File: config.mk
export PLATFORM = sky130hd
export DESIGN_NAME = client_table_lru_with_aging
export DESIGN_NICKNAME = d
export VERILOG_FILES = /design/src/rtl/ctlru_pkg.sv /design/src/rtl/ctlru_dp.sv /design/src/rtl/ctlru_ctrl.sv /design/src/rtl/client_table_lru_with_aging.sv
export VERILOG_INCLUDE_DIRS = /design/src /design/src/rtl
export SDC_FILE = /design/constraint.sdc
export NUM_CORES = 1
export LEC_CHECK = 0
export BUFFER_PORTS_ARGS = -buffer_cell sky130_fd_sc_hd__buf_2
export CORE_MARGIN = 4
export CORE_UTILIZATION = 60
export DETAILED_ROUTE_END_ITERATION = 6
export PLACE_DENSITY = 0.8
export RECOVER_POWER = 25
export SYNTH_ARGS = -nofsm -noshare
export SYNTH_HDL_FRONTEND = slang
export SYNTH_SLANG_ARGS = --single-unit
File: constraint.sdc
create_clock -name clock -period 6.9 [get_ports clock]
set_input_delay 0.69 -clock clock [delete_from_list [all_inputs] [get_ports clock]]
set_output_delay 0.69 -clock clock [all_outputs]
set_load 0.05 [all_outputs]
File: src/rtl/client_table_lru_with_aging_assert.svh
// Assertion macros shared by the client table RTL.
// No dependencies; included by the modules that carry concurrent checks.
`ifndef CLIENT_TABLE_LRU_WITH_AGING_ASSERT_SVH
`define CLIENT_TABLE_LRU_WITH_AGING_ASSERT_SVH

`ifndef SYNTHESIS
// The property must hold at every clock edge outside reset.
`define CTLRU_ASSERT(lbl, clk, rst, prop) \
   lbl: assert property (@(posedge clk) disable iff (rst) (prop)) \
      else $error("client table assertion failed");
// The condition must never be true outside reset.
`define CTLRU_ASSERT_NEVER(lbl, clk, rst, cond) \
   lbl: assert property (@(posedge clk) disable iff (rst) !(cond)) \
      else $error("client table forbidden condition seen");
`else
`define CTLRU_ASSERT(lbl, clk, rst, prop)
`define CTLRU_ASSERT_NEVER(lbl, clk, rst, cond)
`endif

`endif

File: src/rtl/ctlru_pkg.sv
// Shared types and constants for the client table with LRU replacement and aging.
// No dependencies; imported by every module of the block.
`default_nettype none

package ctlru_pkg;

   localparam int NUM_SLOTS = 4;
   localparam int SLOT_W    = (NUM_SLOTS > 1) ? $clog2(NUM_SLOTS) : 1;
   localparam int CNT_W     = $clog2(NUM_SLOTS + 1);

   localparam int ADDR_W    = 32;
   localparam int PORT_W    = 16;
   localparam int TIME_W    = 32;
   localparam int ACTION_W  = 2;
   localparam int SLOT_OUT_W = 2;
   localparam int COUNT_OUT_W = 3;
   localparam int MASK_W    = 4;

   localparam int CSR_ADDR_W = 2;
   localparam int CSR_DATA_W = 32;
   localparam logic [CSR_ADDR_W-1:0] CSR_ADDR_TIMEOUT = CSR_ADDR_W'(0);
   localparam logic [TIME_W-1:0]     TIMEOUT_RESET    = TIME_W'(30000);

   localparam logic CMD_REGISTER = 1'b0;
   localparam logic CMD_SWEEP    = 1'b1;

   typedef enum logic [ACTION_W-1:0] {
      ACT_REFRESH = 2'd0,
      ACT_INSERT  = 2'd1,
      ACT_EVICT   = 2'd2,
      ACT_SWEEP   = 2'd3
   } action_type;

   // Commands from the controller to the datapath.
   typedef struct packed {
      logic load;    // capture the accepted transaction, restart the scan
      logic step;    // examine the slot under the scan index
      logic commit;  // write the table and load the result register
   } dp_cmd_type;

   // Status from the datapath to the controller.
   typedef struct packed {
      logic scan_last;  // the scan index points at the last slot
   } dp_status_type;

endpackage

`default_nettype wire

File: src/rtl/ctlru_dp.sv
// Datapath of the client table: entry storage, slot scan, result register.
// Depends on ctlru_pkg and the assertion macro header.
`default_nettype none
`include "client_table_lru_with_aging_assert.svh"

module ctlru_dp
   import ctlru_pkg::*;
(
   input  wire logic                   clock,
   input  wire logic                   reset,
   input  wire dp_cmd_type             cmd,
   output      dp_status_type          status,
   input  wire logic [TIME_W-1:0]      timeout_ms,
   input  wire logic                   req_cmd,
   input  wire logic [ADDR_W-1:0]      req_client_addr,
   input  wire logic [PORT_W-1:0]      req_client_port,
   input  wire logic [TIME_W-1:0]      req_now_ms,
   output      logic [ACTION_W-1:0]    rsp_action,
   output      logic [SLOT_OUT_W-1:0]  rsp_slot,
   output      logic [COUNT_OUT_W-1:0] rsp_active_count,
   output      logic [MASK_W-1:0]      rsp_expired_mask
);

   // Table storage. Payload words only matter behind a valid bit.
   logic [NUM_SLOTS-1:0] valid_ff, valid_in;
   logic [ADDR_W-1:0]    addr_ff [NUM_SLOTS];
   logic [PORT_W-1:0]    port_ff [NUM_SLOTS];
   logic [TIME_W-1:0]    heard_ff [NUM_SLOTS];
   logic [CNT_W-1:0]     count_ff, count_in;

   // Captured transaction.
   logic                 op_ff;
   logic [ADDR_W-1:0]    op_addr_ff;
   logic [PORT_W-1:0]    op_port_ff;
   logic [TIME_W-1:0]    op_now_ff;

   // Scan state.
   logic [SLOT_W-1:0]    idx_ff, idx_in;
   logic                 hit_ff, hit_in;
   logic [SLOT_W-1:0]    hit_slot_ff, hit_slot_in;
   logic                 free_ff, free_in;
   logic [SLOT_W-1:0]    free_slot_ff, free_slot_in;
   logic [SLOT_W-1:0]    old_slot_ff, old_slot_in;
   logic [TIME_W-1:0]    old_age_ff, old_age_in;
   logic [MASK_W-1:0]    mask_ff, mask_in;

   // Result register.
   action_type           act_ff;
   logic [SLOT_W-1:0]    slot_ff;
   logic [CNT_W-1:0]     res_count_ff;
   logic [MASK_W-1:0]    res_mask_ff;

   logic [TIME_W-1:0]    age;
   logic                 match;
   logic [SLOT_W-1:0]    target;
   action_type           commit_act;

   assign age    = op_now_ff - heard_ff[idx_ff];
   assign match  = valid_ff[idx_ff] && (addr_ff[idx_ff] == op_addr_ff)
                   && (port_ff[idx_ff] == op_port_ff);
   assign status.scan_last = (idx_ff == SLOT_W'(NUM_SLOTS - 1));

   always_comb begin
      target     = old_slot_ff;
      commit_act = ACT_EVICT;
      if (op_ff == CMD_SWEEP) begin
         target     = '0;
         commit_act = ACT_SWEEP;
      end else if (hit_ff) begin
         target     = hit_slot_ff;
         commit_act = ACT_REFRESH;
      end else if (free_ff) begin
         target     = free_slot_ff;
         commit_act = ACT_INSERT;
      end
   end

   always_comb begin
      idx_in       = idx_ff;
      hit_in       = hit_ff;
      hit_slot_in  = hit_slot_ff;
      free_in      = free_ff;
      free_slot_in = free_slot_ff;
      old_slot_in  = old_slot_ff;
      old_age_in   = old_age_ff;
      mask_in      = mask_ff;
      valid_in     = valid_ff;
      count_in     = count_ff;
      if (cmd.load) begin
         idx_in      = '0;
         hit_in      = 1'b0;
         free_in     = 1'b0;
         old_slot_in = '0;
         old_age_in  = '0;
         mask_in     = '0;
      end else if (cmd.step) begin
         idx_in = idx_ff + SLOT_W'(1);
         if (op_ff == CMD_SWEEP) begin
            if (valid_ff[idx_ff] && (age > timeout_ms)) begin
               valid_in[idx_ff] = 1'b0;
               count_in         = count_ff - CNT_W'(1);
               mask_in          = mask_ff | (MASK_W'(1) << idx_ff);
            end
         end else begin
            if (!hit_ff && match) begin
               hit_in      = 1'b1;
               hit_slot_in = idx_ff;
            end
            if (!free_ff && !valid_ff[idx_ff]) begin
               free_in      = 1'b1;
               free_slot_in = idx_ff;
            end
            // Strictly greater keeps ties on the lowest slot.
            if (age > old_age_ff) begin
               old_age_in  = age;
               old_slot_in = idx_ff;
            end
         end
      end else if (cmd.commit && (op_ff == CMD_REGISTER) && !hit_ff) begin
         valid_in[target] = 1'b1;
         if (free_ff) begin
            count_in = count_ff + CNT_W'(1);
         end
      end
   end

   always_ff @(posedge clock) begin
      if (reset) begin
         valid_ff <= '0;
         count_ff <= '0;
      end else begin
         valid_ff <= valid_in;
         count_ff <= count_in;
      end
   end

   always_ff @(posedge clock) begin
      idx_ff       <= idx_in;
      hit_ff       <= hit_in;
      hit_slot_ff  <= hit_slot_in;
      free_ff      <= free_in;
      free_slot_ff <= free_slot_in;
      old_slot_ff  <= old_slot_in;
      old_age_ff   <= old_age_in;
      mask_ff      <= mask_in;
      if (cmd.load) begin
         op_ff      <= req_cmd;
         op_addr_ff <= req_client_addr;
         op_port_ff <= req_client_port;
         op_now_ff  <= req_now_ms;
      end
      if (cmd.commit) begin
         if (op_ff == CMD_REGISTER) begin
            heard_ff[target] <= op_now_ff;
            if (!hit_ff) begin
               addr_ff[target] <= op_addr_ff;
               port_ff[target] <= op_port_ff;
            end
         end
         act_ff       <= commit_act;
         slot_ff      <= target;
         res_count_ff <= count_in;
         res_mask_ff  <= mask_ff;
      end
   end

   assign rsp_action       = act_ff;
   assign rsp_slot         = SLOT_OUT_W'(slot_ff);
   assign rsp_active_count = COUNT_OUT_W'(res_count_ff);
   assign rsp_expired_mask = res_mask_ff;

   `CTLRU_ASSERT(a_count_tracks_valid, clock, reset, 32'(count_ff) == $countones(valid_ff))
   `CTLRU_ASSERT(a_count_bounded, clock, reset, 32'(count_ff) <= NUM_SLOTS)
   `CTLRU_ASSERT(a_step_needs_scan, clock, reset, cmd.step |-> !(cmd.load || cmd.commit))

endmodule

`default_nettype wire

File: src/rtl/ctlru_ctrl.sv
// Controller of the client table: sequences capture, slot scan and commit.
// Depends on ctlru_pkg and the assertion macro header.
`default_nettype none
`include "client_table_lru_with_aging_assert.svh"

module ctlru_ctrl
   import ctlru_pkg::*;
(
   input  wire logic          clock,
   input  wire logic          reset,
   input  wire logic          req_valid,
   output      logic          req_stall,
   output      logic          rsp_valid,
   input  wire logic          rsp_stall,
   output      dp_cmd_type    cmd,
   input  wire dp_status_type status
);

   typedef enum logic [1:0] {
      ST_IDLE,
      ST_SCAN,
      ST_COMMIT
   } state_type;

   state_type state_ff, state_in;
   logic      rsp_valid_ff, rsp_valid_in;
   logic      out_free;

   // The result register can take a new result when empty or drained this cycle.
   assign out_free   = !rsp_valid_ff || !rsp_stall;
   assign req_stall  = (state_ff != ST_IDLE);
   assign rsp_valid  = rsp_valid_ff;

   always_comb begin
      cmd.load   = (state_ff == ST_IDLE) && req_valid;
      cmd.step   = (state_ff == ST_SCAN);
      cmd.commit = (state_ff == ST_COMMIT) && out_free;
   end

   always_comb begin
      state_in     = state_ff;
      rsp_valid_in = rsp_valid_ff && rsp_stall;
      case (state_ff)
         ST_IDLE: begin
            if (req_valid) begin
               state_in = ST_SCAN;
            end
         end
         ST_SCAN: begin
            if (status.scan_last) begin
               state_in = ST_COMMIT;
            end
         end
         ST_COMMIT: begin
            if (out_free) begin
               state_in     = ST_IDLE;
               rsp_valid_in = 1'b1;
            end
         end
         default: begin
            state_in = ST_IDLE;
         end
      endcase
   end

   always_ff @(posedge clock) begin
      if (reset) begin
         state_ff     <= ST_IDLE;
         rsp_valid_ff <= 1'b0;
      end else begin
         state_ff     <= state_in;
         rsp_valid_ff <= rsp_valid_in;
      end
   end

   `CTLRU_ASSERT(a_accept_starts_scan, clock, reset, cmd.load |=> (state_ff == ST_SCAN))
   `CTLRU_ASSERT(a_held_result_blocks, clock, reset, ((state_ff == ST_COMMIT) && rsp_valid_ff && rsp_stall) |=> (state_ff == ST_COMMIT))
   `CTLRU_ASSERT(a_commit_raises_valid, clock, reset, cmd.commit |=> rsp_valid_ff)

endmodule

`default_nettype wire

File: src/rtl/client_table_lru_with_aging.sv
// Top level of the client table with LRU replacement and timeout aging.
// Depends on ctlru_pkg, ctlru_ctrl and ctlru_dp.
`default_nettype none

// The block keeps a table of NUM_SLOTS client endpoints (address, port,
// last-heard time). A register transaction refreshes the entry that matches
// address and port, or else takes the lowest free slot, or else replaces the
// entry with the greatest wrapping age (now minus last-heard, modulo 2^32),
// with ties going to the lowest slot. A sweep transaction drops every valid
// entry whose age exceeds timeout_ms, which sits at byte address 0 of the
// configuration port and resets to 30000. Each transaction is captured,
// then the datapath examines one slot per cycle through a single age
// subtractor, then a commit step writes the table and the result
// register. The next transaction is taken only once the commit is done,
// and then even if the previous result is still waiting on rsp_stall. The
// result register holds a finished result until it is taken, and the commit
// of the next transaction waits for it. Configuration writes are meant to
// happen only while the block is idle.

module client_table_lru_with_aging
   import ctlru_pkg::*;
(
   input  wire logic                   clock,
   input  wire logic                   reset,
   // Input transaction channel.
   input  wire logic                   req_valid,
   output      logic                   req_stall,
   input  wire logic                   req_cmd,
   input  wire logic [ADDR_W-1:0]      req_client_addr,
   input  wire logic [PORT_W-1:0]      req_client_port,
   input  wire logic [TIME_W-1:0]      req_now_ms,
   // Result channel.
   output      logic                   rsp_valid,
   input  wire logic                   rsp_stall,
   output      logic [ACTION_W-1:0]    rsp_action,
   output      logic [SLOT_OUT_W-1:0]  rsp_slot,
   output      logic [COUNT_OUT_W-1:0] rsp_active_count,
   output      logic [MASK_W-1:0]      rsp_expired_mask,
   // Configuration port.
   input  wire logic                   psel,
   input  wire logic                   penable,
   input  wire logic                   pwrite,
   input  wire logic [CSR_ADDR_W-1:0]  paddr,
   input  wire logic [CSR_DATA_W-1:0]  pwdata,
   output      logic [CSR_DATA_W-1:0]  prdata,
   output      logic                   pready
);

   logic [TIME_W-1:0] timeout_ff, timeout_in;
   logic              csr_hit;
   dp_cmd_type        cmd;
   dp_status_type     status;

   // The port never inserts wait states. Only the aligned word at address 0
   // is a register; writes anywhere else are dropped and read back as zero.
   assign pready  = 1'b1;
   assign csr_hit = (paddr == CSR_ADDR_TIMEOUT);
   assign prdata  = csr_hit ? CSR_DATA_W'(timeout_ff) : '0;

   always_comb begin
      timeout_in = timeout_ff;
      if (psel && penable && pwrite && pready && csr_hit) begin
         timeout_in = TIME_W'(pwdata);
      end
   end

   always_ff @(posedge clock) begin
      if (reset) begin
         timeout_ff <= TIMEOUT_RESET;
      end else begin
         timeout_ff <= timeout_in;
      end
   end

   ctlru_ctrl u_ctrl (
      .clock     (clock),
      .reset     (reset),
      .req_valid (req_valid),
      .req_stall (req_stall),
      .rsp_valid (rsp_valid),
      .rsp_stall (rsp_stall),
      .cmd       (cmd),
      .status    (status)
   );

   ctlru_dp u_dp (
      .clock            (clock),
      .reset            (reset),
      .cmd              (cmd),
      .status           (status),
      .timeout_ms       (timeout_ff),
      .req_cmd          (req_cmd),
      .req_client_addr  (req_client_addr),
      .req_client_port  (req_client_port),
      .req_now_ms       (req_now_ms),
      .rsp_action       (rsp_action),
      .rsp_slot         (rsp_slot),
      .rsp_active_count (rsp_active_count),
      .rsp_expired_mask (rsp_expired_mask)
   );

endmodule

`default_nettype wire
==> impl_results.md <==
- Final non-filler cell total: 2169
- Die Height: 198 um
- Period utilisation layout: 0.876
- Overall Global Routing Usage: 0.226
- DRC violations left: 0
- Worst VDD drop: 244 uV
- Max-slew headroom: 0.285
- Least-Margin Pin Slew: 1070 ps
- Main area contributors after synthesis: edfxtp_1, mux4_2, dfxtp_1, ha_1, a21oi_1
- Sequential share of the synthesized area: 0.657
- Syn_nets: 1721
- Final ANT Viol Nets: 0
- Met3 Use GR: 0.0356
- WL per Instance: 20.1 um
- Crit path kind: flip-flop to flip-flop
- Cell Pwr Density: 292 nW/um^2
- Final WL: 43700 um
- Met1 Use GR: 0.285
- Setup tns final: 0 ps
- TritonCTS clock tree: yes
- Synthesized area: 21600 sq um
- Hold Path Class: input pin to flip-flop
- DR vias/cell: 5.80
- Clk slew on worst S/H paths: 60 ps
- Clock sinks: 502
- RD Place Congestion: 0.849
- Num ports: 168
- Placed cell count: 2086
- Synthesized flop and latch total: 502
- Post-Synthesis Cells: 1497
- Crit path capture type: flip-flop
- Max-slew violation count: 0
- Lkg Pwr: 8.70 nW
- Area leader, netlist: edfxtp_1
- Final setup viols: 0
- Final Hold Viols: 0
- Synth-to-layout area growth: 12.5%
- DRT Pass-1 Iters: 7
- # Post-CTS Setup Buffers: 0
- Final worst path period need: 6050 ps
- Critical-path maximum fanout: 51
- Initial antenna violation count: 0
- Post-synth EDFFs: 416
- Worst setup SP type: flip-flop
- Core ar.: 35600 sq um
- Number of H-tree levels: 2
- Synth top area share: 0.577
- Post_cts resized: 0
- Die area: 39200 sq um
- Port-buffer cells: 166
- Rows: 69
- Clock Path Buffers: 3
- DR vias: 12600
- Met2 Use GR: 0.393
- Max Clock Skew: 16.4 ps
- Worst-Skew Late Latency: 590 ps
- Die width: 198 um
- Hpwl dp: 28900 um
- Iter 0 DRT Violations: 893
- Count of different cell masters after synthesis: 59
- Layout Nets: 1899
- Layout cells sized above 1: 0.194
- Outcome: finished, final reports clean
- Pin count of the biggest net entering global routing: 66
- Critical Path RT: 7340 ps
- Max Cap Violations: 0
- Final core utilization: 0.685
- Synth Flop Type: edfxtp_1
- First-pass GRT wire length: 69200 um
- Starting Density: 0.609
- RSZ-0062 raised after global routing: no
- Root buf cell: clkbuf_16
- Fmax: 165 MHz
- Antenna Cells: 0
- CTS buffer count: 48
- Number of global-route vias before repair: 13000
- Fraction of registers with async set/reset: 0
- GRT overflow: 0
- Hold-fix buffers, CTS: 0
- Yosys warns: 0
- Busiest layer in global routing: met2
- Syn avg cell area: 14.5 sq um
- WP data arrival: 6480 ps
report_power, final:
part	switching, W	internal (W)
clock network	0.00107	0.00129
registers	0.0000927	0.00337
logic	0.000729	0.000561
layout make-up:
cell class | instances | area, sq um
multi-input cells | 835 | 6830
well taps | 461 | 577
fillers | 2404 | 11200
flip-flops and latches | 502 | 14200
inverters | 108 | 408
clock inverters | 20 | 139
clock buffers | 63 | 1260
repair buffers | 180 | 923
sequential cells by signal (all words and copies together) (netlist names), 3 cells and up, named ones only:
signal,cells
u_dp.valid_ff,4
u_dp.op_now_ff,32
u_dp.mask_ff,4
u_dp.heard_ff,128
u_dp.port_ff,64
u_dp.count_ff,3
timeout_ff,32
u_dp.op_addr_ff,32
u_dp.addr_ff,128
u_dp.old_age_ff,32
u_dp.rsp_expired_mask,4
u_dp.rsp_active_count,3
u_dp.op_port_ff,16
cell usage after synthesis (all sizes together), types with 4 or more instances:
cell type	instances
mux2i	5
xnor2	42
o21a	9
a21oi	116
mux4	81
nor2b	12
nor2	113
inv	107
o21bai	4
and2	6
a211oi	4
o21ai	26
xor2	33
o211ai	5
ha	101
nor4	12
a211o	8
nand2b	5
nor3	49
nand2	93
and3	7
edfxtp	416
buf	18
a21o	33
clkbuf	34
nand4	27
dfxtp	86
nand3	10
metal layers:
metal,vias to the layer above,share of wire
met5,-,0
met4,0,0.038
met3,102,0.046
met2,354,0.52
met1,6175,0.40
li1,5960,-
cell usage in the layout, fill, tap and decap left out, drive strengths merged, types with 8 or more instances in the layout:
master / count
clkbuf: 73
nand4: 27
xor2: 33
buf: 170
nor2: 113
nor4: 12
nand3: 10
a211o: 8
inv: 110
clkinv: 16
a21oi: 116
nor2b: 12
edfxtp: 416
a21o: 33
nor3: 49
nand2: 93
o21ai: 26
mux4: 81
o21a: 9
ha: 101
dfxtp: 86
xnor2: 42
stage by stage:
step / instance area, sq um / total power [W] / hold slack (ps) / worst slack (ps)
4_1_cts: 24400 / 0.00719 / 236 / 847
2_1_floorplan: 21600 / 0.00447 / 409 / 1140
5_1_grt: 24400 / 0.00748 / 246 / 270
3_5_place_dp: 23000 / 0.00481 / 431 / 883
3_3_place_gp: 23000 / 0.00476 / 427 / 1150
6_report: 24400 / 0.00712 / 273 / 853
logic make-up (layout without fill, tap and decap cells):
| group | count (synthesis) | in the layout | share of synthesized area |
|---|---|---|---|
| adder cells (fa/ha/maj) | 102 | 102 | 0.0593 |
| buffers and inverters | 160 | 371 | 0.0296 |
| multiplexers | 87 | 87 | 0.0871 |
| XOR/XNOR | 75 | 75 | 0.0303 |
| other | 1 | 1 | 0.000173 |
| flip-flops | 502 | 502 | 0.657 |
| AND/OR/NAND/NOR | 344 | 344 | 0.0730 |
| AO/OA/AOI/OAI | 226 | 226 | 0.0639 |
critical path: stages, from the launching register on:
cell and delay [ps]:
dfxtp_4 720, mux4_2 590, inv_1 90, ha_1 270, a211oi_1 240, o21ai_1 170
a22oi_1 340, a311oi_2 240, a221oi_1 370, o21bai_1 140, xor2_1 190, ha_1 310
nand4_1 180, nor4_1 370, nand2_1 150, a21oi_1 160, o31a_2 760, buf_4 350
nor2_1 60, a21oi_1 140, nor2_1 60
worst paths after layout:
kind                                         start  slack [ps]                        to  depth (start not counted)
worst max register to register           flip-flop         850       u_dp.old_age_ff[16]                         20
worst max-delay path                     flip-flop         850       u_dp.old_age_ff[16]                         20
worst min register to register     u_dp.mask_ff[2]         440  u_dp.rsp_expired_mask[2]                          0
worst min-delay path            req_client_port[1]         270        u_dp.op_port_ff[1]                          1
Power figures use the tool's default switching activity.
